File: src/sv/rsr_pkg.sv
package rsr_pkg;

  localparam int DATA_W           = 11;
  localparam int MAX_POSITIONS_DEF = 1024;
  localparam int ACTIVE_RESET     = 1024;

  // controller -> datapath
  typedef struct packed {
    logic refill;    // word is a refill: latch size, start clearing
    logic reject;    // word is a bad select: flag error
    logic start;     // word is a good select: start descent at root
    logic step;      // descend one level
    logic clear;     // write one zero entry of the tree memory
    logic load_out;  // move result into the output register
  } rsr_cmd_t;

  // datapath -> controller
  typedef struct packed {
    logic rank_bad;
    logic last_level;
    logic clr_last;
  } rsr_status_t;

endpackage

File: src/sv/rsr_ctrl.sv
module rsr_ctrl (
  input  logic                 clk_i,
  input  logic                 rst_ni,
  input  logic                 in_valid_i,
  output logic                 in_ready_o,
  input  logic                 func_i,
  output logic                 out_valid_o,
  input  logic                 out_ready_i,
  input  rsr_pkg::rsr_status_t status_i,
  output rsr_pkg::rsr_cmd_t    cmd_o
);
  import rsr_pkg::*;

  typedef enum logic [3:0] {
    S_CLEAR = 4'b0001,
    S_IDLE  = 4'b0010,
    S_WALK  = 4'b0100,
    S_DONE  = 4'b1000
  } state_e;

  state_e state_q, state_d;
  logic   refill_q, refill_d;   // clear pass belongs to a refill word, not reset
  logic   ovalid_q, ovalid_d;
  logic   accept;

  assign in_ready_o  = (state_q == S_IDLE);
  assign accept      = in_valid_i && in_ready_o;
  assign out_valid_o = ovalid_q;

  always_comb begin
    state_d  = state_q;
    refill_d = refill_q;
    cmd_o    = '0;
    ovalid_d = ovalid_q && !out_ready_i;
    unique case (state_q)
      S_CLEAR: begin
        cmd_o.clear = 1'b1;
        if (status_i.clr_last) begin
          state_d = refill_q ? S_DONE : S_IDLE;
        end
      end
      S_IDLE: begin
        if (accept) begin
          if (!func_i) begin
            cmd_o.refill = 1'b1;
            refill_d     = 1'b1;
            state_d      = S_CLEAR;
          end else if (status_i.rank_bad) begin
            cmd_o.reject = 1'b1;
            state_d      = S_DONE;
          end else begin
            cmd_o.start = 1'b1;
            state_d     = S_WALK;
          end
        end
      end
      S_WALK: begin
        cmd_o.step = 1'b1;
        if (status_i.last_level) begin
          state_d = S_DONE;
        end
      end
      S_DONE: begin
        if (!ovalid_q || out_ready_i) begin
          cmd_o.load_out = 1'b1;
          ovalid_d       = 1'b1;
          state_d        = S_IDLE;
        end
      end
      default: begin
        state_d = S_IDLE;
      end
    endcase
  end

  always_ff @(posedge clk_i or negedge rst_ni) begin
    if (!rst_ni) begin
      state_q  <= S_CLEAR;
      refill_q <= 1'b0;
      ovalid_q <= 1'b0;
    end else begin
      state_q  <= state_d;
      refill_q <= refill_d;
      ovalid_q <= ovalid_d;
    end
  end

endmodule

File: config.mk
export PLATFORM = sky130hd
export DESIGN_NAME = rsr_ctrl
export DESIGN_NICKNAME = d
export VERILOG_FILES = /design/src/sv/rsr_pkg.sv /design/src/sv/rsr_ctrl.sv
export SDC_FILE = /design/constraint.sdc
export NUM_CORES = 1
export LEC_CHECK = 0
export BUFFER_PORTS_ARGS = -buffer_cell sky130_fd_sc_hd__buf_2
export CAP_MARGIN = 20
export CORE_AREA = 4 4 41 43
export DETAILED_ROUTE_END_ITERATION = 16
export DIE_AREA = 0 0 45 47
export GPL_TIMING_DRIVEN = 0
export SLEW_MARGIN = 10
export SYNTH_ARGS = -nofsm -noshare
export SYNTH_HDL_FRONTEND = slang
export SYNTH_SLANG_ARGS = --single-unit
File: constraint.sdc
create_clock -name clk_i -period 4.23 [get_ports clk_i]
set_clock_uncertainty 0.05 [all_clocks]
set_input_delay 0.2115 -clock clk_i [delete_from_list [all_inputs] [get_ports clk_i]]
set_output_delay 0.2115 -clock clk_i [all_outputs]
set_load 0.005 [all_outputs]
==> results of run 1 <==
[per-stage QoR]
step / setup WS [ns] / cells
after detailed placement: 2.45 / 73
final: 2.35 / 78
after global routing: 2.22 / 78
after global placement: 2.48 / 73
after CTS: 2.33 / 78
after floorplan: 2.54 / 43
[critical path, cell delays in order (launching register included)]
cell     delay (ns)
dfrtp_1        0.46
nor4b_2        0.44
nand2_1        0.15
nor3b_2        0.18
buf_2          0.13
[report_power, final]
part | total [mW] | internal [mW] | switching (mW)
clock | 0.0580 | 0.0358 | 0.0222
sequential | 0.0840 | 0.0746 | 0.00937
combinational | 0.150 | 0.0727 | 0.0776
total | 0.292 | 0.183 | 0.109
[layout make-up]
| cell class | count | area, um^2 | area share (%) |
|---|---|---|---|
| Multi-Input combinational cell | 34 | 243 | 45.0 |
| Sequential cell | 6 | 151 | 28.1 |
| Timing Repair Buffer | 16 | 85.1 | 15.8 |
| Clock buffer | 4 | 26.3 | 4.87 |
| Tap cell | 15 | 18.8 | 3.48 |
| Buffer | 3 | 15.0 | 2.78 |
[worst paths after layout]
path / end / from / depth (start not counted) / slack (ns)
setup / recovery: cmd_o[3] / state_q[3]$_DFFE_PN0P_ / 4 / 2.35
hold / removal: state_q[0]$_DFFE_PN1P_ / status_i[0] / 4 / 0.22
setup reg to reg: state_q[1]$_DFFE_PN0P_ / state_q[0]$_DFFE_PN1P_ / 5 / 2.45
hold reg to reg: refill_q$_DFFE_PN0P_ / refill_q$_DFFE_PN0P_ / 1 / 0.44
max in group asynchronous: state_q[0]$_DFFE_PN1P_ / rst_ni / 2 / 3.64
min in group asynchronous: state_q[3]$_DFFE_PN0P_ / rst_ni / 2 / 0.25
[cells by family (layout without fill, tap and decap cells)]
logic type / count (synthesis) / in the layout
AO/OA/AOI/OAI: 7 / 7
XOR/XNOR: 1 / 1
buffers and inverters: 3 / 23
flip-flops: 6 / 6
multiplexers: 1 / 1
AND/OR/NAND/NOR: 25 / 25
[synthesized netlist by cell type, drive strengths merged]
library cell,n
nor2,3
buf,3
and3,1
and2,1
o22ai,1
nor3,3
o21bai,1
nand2,2
nor4b,2
nor3b,6
dfrtp,5
mux2,1
o211ai,2
nor2b,1
dfstp,1
a21oi,1
a211oi,1
nand2b,4
or2,1
or4b,1
o21ai,1
xnor2,1
[per-layer routing]
layer	track usage, %	routed length, um	part of all wire, %
met1	12.5	430	48
met2	14.7	379	42
met3	6.90	91	10
met4	1.75	0	0
met5	0	0	0
[what timing repair did]
| action | 4_1_cts | 5_1_grt |
|---|---|---|
| hold endpoints to repair | 6 | 0 |
| hold buffers | 1 | 0 |
| setup endpoints to repair | 0 | 0 |
[flip-flops by register name, indices dropped and copies added, names as in the netlist]
register / count
state_q: 4
refill_q: 1
out_valid_o: 1
==> impl_metrics.json, run 1 <==
{
  "status": "finished, final reports clean",
  "grt_start_max_net_pins": 11,
  "wl_per_cell_um": 11.5,
  "relSlewSlack_pct": 75.4,
  "hold_path_class": "in2reg",
  "worst_pin_slew_ns": 0.368,
  "antenna_found_initial": 0,
  "path_class": "reg2out",
  "via_count": 381,
  "io_pins": 16,
  "fp.coreArea_mm2": 0.00130,
  "required_ns": 3.97,
  "cts_tree": "done",
  "grt_pass1_wl_um": 1480,
  "hold_viol": 0,
  "finalCritPeriodShare_pct": 44.4,
  "yosys.area_share.simple_pct": 41.9,
  "drtIter0Drc": 6,
  "synth_cell_type_count": 25,
  "die_y_um": 47,
  "rsz0062_at_grt": "no",
  "cp-start-kind": "register",
  "nFillCells": 142,
  "drc": 0,
  "track_usage_pct": 10.1,
  "total_power_uw": 292,
  "synth_area_um2": 409,
  "clk_pin_slew_ns": 0.05,
  "max_freq_mhz": 533,
  "synth_top_family_by_area": "simple AND/OR/NAND/NOR gates",
  "initial_utilization_pct": 31.4,
  "num_rows": 13,
  "die_x_um": 45,
  "mostFrequentLayoutCells": "18 x buf_2, 5 x nor3b_1, 5 x dfrtp_1",
  "utilization_pct": 41.4,
  "p_per_area_mw_per_mm2": 542,
  "cts_resized": 0,
  "synthTopCellsByArea": "dfrtp_1 31%, nor3b_1 9.2%, dfstp_2 6.4%",
  "finalSetupViolations": 0,
  "portBuffers": 15,
  "fin_hold_ws_ns": 0.215,
  "ctsLongestPathBuffers": 2,
  "cp-end-kind": "output pin",
  "finalInstanceArea_um2": 539,
  "ys_ff_latch": 6,
  "cts_sinks": 6,
  "place.gp.congestion": 0.693,
  "fin_nets": 72,
  "final_antenna_net_count": 0,
  "grt_pass1_vias": 357,
  "synthesis.instances": 43,
  "cts_made_buffers": 3,
  "worstSkewPairLatency_ns": 0.25,
  "synth.area.mux_share_pct": 2.75,
  "placed_area_um2": 503,
  "synth_top_area_share_pct": 30.6,
  "synth-xor-area-share_pct": 2.14,
  "avgSynthCellArea_um2": 9.51,
  "synth_adder_area_share_pct": 0,
  "htreeDepth": 1,
  "yosysWarnings": 0,
  "synth_compound_area_share_pct": 12.5,
  "synthToLayoutAreaGrowth_pct": 31.8,
  "synth_nets": 51,
  "post_cts_buffers": 0,
  "drive_above_1_share_pct": 42.9,
  "diodes": 0,
  "slew_viol_final": 0,
  "yosysSeqAreaShare_pct": 37.0,
  "cp_max_fo": 8,
  "timing.setup.tns_ns": 0,
  "min_period_ns": 1.88,
  "vdd_drop_max_v": 0.000270,
  "drtPass1Iterations": 3,
  "drv_cap": 0,
  "viasPerCell": 4.88,
  "clockRootBuffer": "clkbuf_4",
  "p_leak_nw": 0.254,
  "dieArea_mm2": 0.00212,
  "final_common_cell": "buf_2",
  "yosys.area.top_type": "dfrtp_1",
  "crit_arrival_ns": 1.61,
  "dp_hpwl_um": 712,
  "finalWirelength_um": 900,
  "overflow": 0
}
Power figures use the tool's default switching activity.
==> run 2, diff against run 1 <==
- clock period: 4.23 -> 1.65 ns (I/O delays scaled with it)
==> impl_metrics.json, run 2 (synthesis results as in run 1) <==
{
  "largest_reg_flops": 4,
  "rsz0062_at_grt": "yes",
  "die_y_um": 47,
  "worstSkewPairLatency_ns": 0.27,
  "grt_start_max_net_pins": 11,
  "drc": 0,
  "p_leak_nw": 0.332,
  "cts_sinks": 6,
  "mostFrequentLayoutCells": "15 x buf_2, 9 x buf_4, 4 x nand2b_1, 4 x dfrtp_1",
  "largest-register": "state_q",
  "utilization_pct": 52.2,
  "fp.coreArea_mm2": 0.00130,
  "io_pins": 16,
  "setup_slack_ns": -0.0671,
  "drv_cap": 0,
  "die_x_um": 45,
  "placed_area_um2": 508,
  "drtIter0Drc": 4,
  "num_rows": 13,
  "finalSetupViolations": 2,
  "max_freq_mhz": 582,
  "antenna_found_initial": 0,
  "initial_utilization_pct": 31.4,
  "portBuffers": 15,
  "cp-start-kind": "register",
  "cp_max_fo": 5,
  "dp_hpwl_um": 709,
  "grt_pass1_wl_um": 1970,
  "track_usage_pct": 14.9,
  "final_common_cell": "buf_2",
  "slew_viol_final": 0,
  "grt_pass1_vias": 429,
  "clockRootBuffer": "clkbuf_4",
  "slowest_delay_ns": 0.55,
  "required_ns": 1.76,
  "clk_pin_slew_ns": 0.06,
  "final_antenna_net_count": 0,
  "synthToLayoutAreaGrowth_pct": 66.1,
  "dieArea_mm2": 0.00212,
  "fin_nets": 81,
  "cp_num_buf_inv": 1,
  "drive_above_1_share_pct": 59.7,
  "cp_slowest_cell": "or4b_4",
  "htreeDepth": 1,
  "path_cells": "buf_6 -> or4b_4 -> o211ai_4 -> mux2_4",
  "cts_made_buffers": 3,
  "crit_family": "simple AND/OR/NAND/NOR gates",
  "relSlewSlack_pct": 82.2,
  "place.gp.congestion": 0.704,
  "min_period_ns": 1.72,
  "overflow": 0,
  "status": "complete, but fails checks",
  "crit_arrival_ns": 1.82,
  "drtPass1Iterations": 2,
  "worst_pin_slew_ns": 0.267,
  "wl_per_cell_um": 14.2,
  "finalCritPeriodShare_pct": 104,
  "nFillCells": 128,
  "total_power_mw": 1.04,
  "finalWirelength_um": 1240,
  "via_count": 437,
  "cts_tree": "done",
  "vdd_drop_max_v": 0.000670,
  "hold_path_class": "in2reg",
  "rrSetupSlack_ns": -0.07,
  "hold_viol": 0,
  "diodes": 0,
  "finalInstanceArea_um2": 679,
  "cp-end-kind": "register",
  "ctsLongestPathBuffers": 2,
  "path_class": "reg2reg",
  "violations": "setup timing",
  "p_per_area_mw_per_mm2": 1520,
  "viasPerCell": 5.02
}
==> run 2: layout make-up <==
type | instances | area (um^2) | area share (%)
repair buffers | 26 | 164 | 24.1
plain buffers | 2 | 22.5 | 3.31
well taps | 15 | 18.8 | 2.76
clock buffers | 4 | 26.3 | 3.87
multi-input cells | 34 | 295 | 43.5
flip-flops and latches | 6 | 153 | 22.5
==> run 2: path summary, 6_finish.rpt <==
path / from / to / cells past startpoint
max in group asynchronous: rst_ni / state_q[0]$_DFFE_PN1P_ / 2
setup / recovery: state_q[1]$_DFFE_PN0P_ / state_q[1]$_DFFE_PN0P_ / 4
min in group asynchronous: rst_ni / out_valid_o$_DFF_PN0_ / 2
hold reg to reg: refill_q$_DFFE_PN0P_ / refill_q$_DFFE_PN0P_ / 1
hold / removal: status_i[2] / state_q[2]$_DFFE_PN0P_ / 3
setup reg to reg: state_q[1]$_DFFE_PN0P_ / state_q[1]$_DFFE_PN0P_ / 4
==> run 2: layer usage <==
layer / routed length, um / global-route usage [%] / vias up
li1: - / - / 215
met1: 476 / 14.1 / 199
met2: 593 / 24.9 / 19
met3: 95 / 3.45 / 4
met4: 69 / 17.5 / 0
met5: 0 / 0 / -
==> run 2: through the flow <==
| step | setup TNS, ns | hold slack [ns] | setup WS (ns) | instances |
|---|---|---|---|---|
| 2_1_floorplan | -0.0332 | -0.263 | -0.0332 | 43 |
| 3_3_place_gp | -0.148 | -0.141 | -0.148 | 73 |
| 3_5_place_dp | -0.144 | -0.137 | -0.144 | 73 |
| 4_1_cts | -0.0628 | 0.0789 | -0.0562 | 87 |
| 5_1_grt | -0.325 | 0.115 | -0.0979 | 87 |
| 6_report | -0.0973 | 0.0758 | -0.0671 | 87 |
==> run 2: repair_timing <==
item                                    in CTS  in global routing
endpoints found under the setup margin       4                  6
hold endpoints to repair                     6                  0
hold buffers                                 1                  0
pin swaps                                    4                  2
setup buffers                                9                  1
resized for setup                            7                  7
==> run 2: report_power, final <==
group | internal (mW) | switching, mW
clock | 0.0926 | 0.0687
sequential | 0.195 | 0.0525
combinational | 0.372 | 0.255
total | 0.659 | 0.376
==> run 2: worst register-to-register path, cell delays in order (launching register included) <==
cell and delay, ns:
dfrtp_1 0.37, buf_6 0.13, or4b_4 0.55, o211ai_4 0.19, mux2_4 0.32
==> run 3, diff against run 2 <==
- CORE_AREA: 4 4 41 43 -> 5 5 42 44
- DIE_AREA: 0 0 45 47 -> 0 0 47 49
- SKIP_LAST_GASP: default -> 1
==> impl_metrics.json, run 3 (synthesis results as in run 1) <==
{
  "p_per_area_mw_per_mm2": 1540,
  "fin_hold_ws_ns": 0.0716,
  "grt_start_max_net_pins": 11,
  "finalCritPeriodShare_pct": 105,
  "fp.coreArea_mm2": 0.00140,
  "initial_utilization_pct": 29.2,
  "num_rows": 14,
  "cts_tree": "done",
  "cts_made_buffers": 3,
  "reg2reg_to": "state_q[1]$_DFFE_PN0P_",
  "wl_per_cell_um": 12.7,
  "path_class": "reg2reg",
  "min_period_ns": 1.73,
  "violations": "setup timing",
  "cp-start-kind": "register",
  "dp_hpwl_um": 751,
  "slew_viol_final": 0,
  "synthToLayoutAreaGrowth_pct": 48.6,
  "drc": 0,
  "cp_max_fo": 6,
  "r2r_cells": 4,
  "drive_above_1_share_pct": 50.7,
  "vdd_drop_max_v": 0.000738,
  "nFillCells": 154,
  "required_ns": 1.74,
  "clockRootBuffer": "clkbuf_4",
  "io_pins": 16,
  "final_common_cell": "buf_2",
  "holdCritStartpoint": "status_i[0]",
  "setup_slack_ns": -0.0759,
  "track_usage_pct": 10.2,
  "drv_cap": 0,
  "switchingPower_uw": 333,
  "via_count": 400,
  "max_freq_mhz": 579,
  "comb_power_share_pct": 56.2,
  "relSlewSlack_pct": 76.3,
  "rsz0062_at_grt": "yes",
  "p_leak_nw": 0.290,
  "rrSetupSlack_ns": -0.08,
  "drtPass1Iterations": 4,
  "place.gp.congestion": 0.689,
  "htreeDepth": 1,
  "portBuffers": 15,
  "viasPerCell": 4.82,
  "final_antenna_net_count": 0,
  "drtIter0Drc": 2,
  "min_path_cells": 4,
  "ctsLongestPathBuffers": 2,
  "worst_pin_slew_ns": 0.351,
  "antenna_found_initial": 0,
  "worstHoldEndpoint": "state_q[0]$_DFFE_PN1P_",
  "overflow": 0,
  "die_x_um": 47,
  "p_seq_share_pct": 26.4,
  "status": "complete, but fails checks",
  "finalWirelength_um": 1060,
  "worstReg2RegStart": "state_q[2]$_DFFE_PN0P_",
  "clk_pin_slew_ns": 0.06,
  "p_int_uw": 601,
  "mostFrequentLayoutCells": "15 x buf_2, 5 x dfrtp_1, 5 x buf_4",
  "cp-end-kind": "register",
  "hold_viol": 0,
  "total_power_uw": 934,
  "cts_sinks": 6,
  "p_sw_share_pct": 35.7,
  "crit_arrival_ns": 1.82,
  "grt_pass1_vias": 381,
  "grt_pass1_wl_um": 1610,
  "diodes": 0,
  "die_y_um": 49,
  "hold_path_class": "in2reg",
  "dieArea_mm2": 0.00230,
  "p_clk_share_pct": 17.4,
  "largest-register": "state_q",
  "largest_reg_flops": 4,
  "finalSetupViolations": 3,
  "fin_nets": 76,
  "worstSkewPairLatency_ns": 0.26
}
run 3: cell count changes in the layout (fill, tap and decap cells not counted), sizes merged:
cell | before | now
buf | 27 | 22
run 3: metal layers:
| metal | track usage, % | wire length (um) | vias up |
|---|---|---|---|
| li1 | - | - | 206 |
| met4 | 9.68 | 42 | 0 |
| met5 | 0 | 0 | - |
| met1 | 13.5 | 481 | 171 |
| met2 | 13.3 | 466 | 18 |
| met3 | 1.11 | 68 | 5 |
run 3: layout make-up:
type	instances	area [um^2]	area share [%]
flip-flops and latches	6	151	24.9
multi-input cells	34	265	43.6
clock buffers	4	26.3	4.32
well taps	16	20.0	3.29
plain buffers	2	22.5	3.70
repair buffers	21	123	20.2
run 3: worst max path at each step:
stage,start,to
2_1_floorplan,state_q[1]$_DFFE_PN0P_,state_q[1]$_DFFE_PN0P_
3_3_place_gp,state_q[0]$_DFFE_PN1P_,state_q[1]$_DFFE_PN0P_
3_5_place_dp,state_q[0]$_DFFE_PN1P_,state_q[1]$_DFFE_PN0P_
4_1_cts,state_q[2]$_DFFE_PN0P_,state_q[1]$_DFFE_PN0P_
5_1_grt,state_q[2]$_DFFE_PN0P_,cmd_o[3]
6_report,state_q[2]$_DFFE_PN0P_,state_q[1]$_DFFE_PN0P_
run 3: what timing repair did:
action,4_1_cts,5_1_grt
endpoints found under the hold margin,6,0
hold buffers,1,0
gates resized for setup,5,1
endpoints found under the setup margin,5,5
buffers inserted,1,4
pin swaps,0,2
run 3: power by group through the flow:
| stage | logic (mW) | clock network, mW | registers [mW] |
|---|---|---|---|
| finish | 0.525 | 0.163 | 0.246 |
| global route | 0.573 | 0.173 | 0.253 |
| CTS | 0.467 | 0.163 | 0.224 |
| detailed placement | 0.398 | 0 | 0.221 |
| global placement | 0.392 | 0 | 0.219 |
| floorplan | 0.293 | 0 | 0.214 |
run 3: critical path, stage by stage, from the launching register on:
cell	delay (ns)
dfrtp_1	0.39
buf_6	0.14
or4b_4	0.54
o211ai_2	0.17
mux2_4	0.31
run 3: metrics by stage:
step                util, %  area (um^2)  worst slack, ns  TNS (ns)  cells
floorplan                 -          414          -0.0332   -0.0332     43
global placement       36.3          509           -0.143    -0.143     74
detailed placement     36.3          509           -0.152    -0.152     74
CTS                    41.3          578          -0.0880    -0.232     80
global route           43.4          608           -0.118    -0.373     83
finish                 43.4          608          -0.0759    -0.163     83
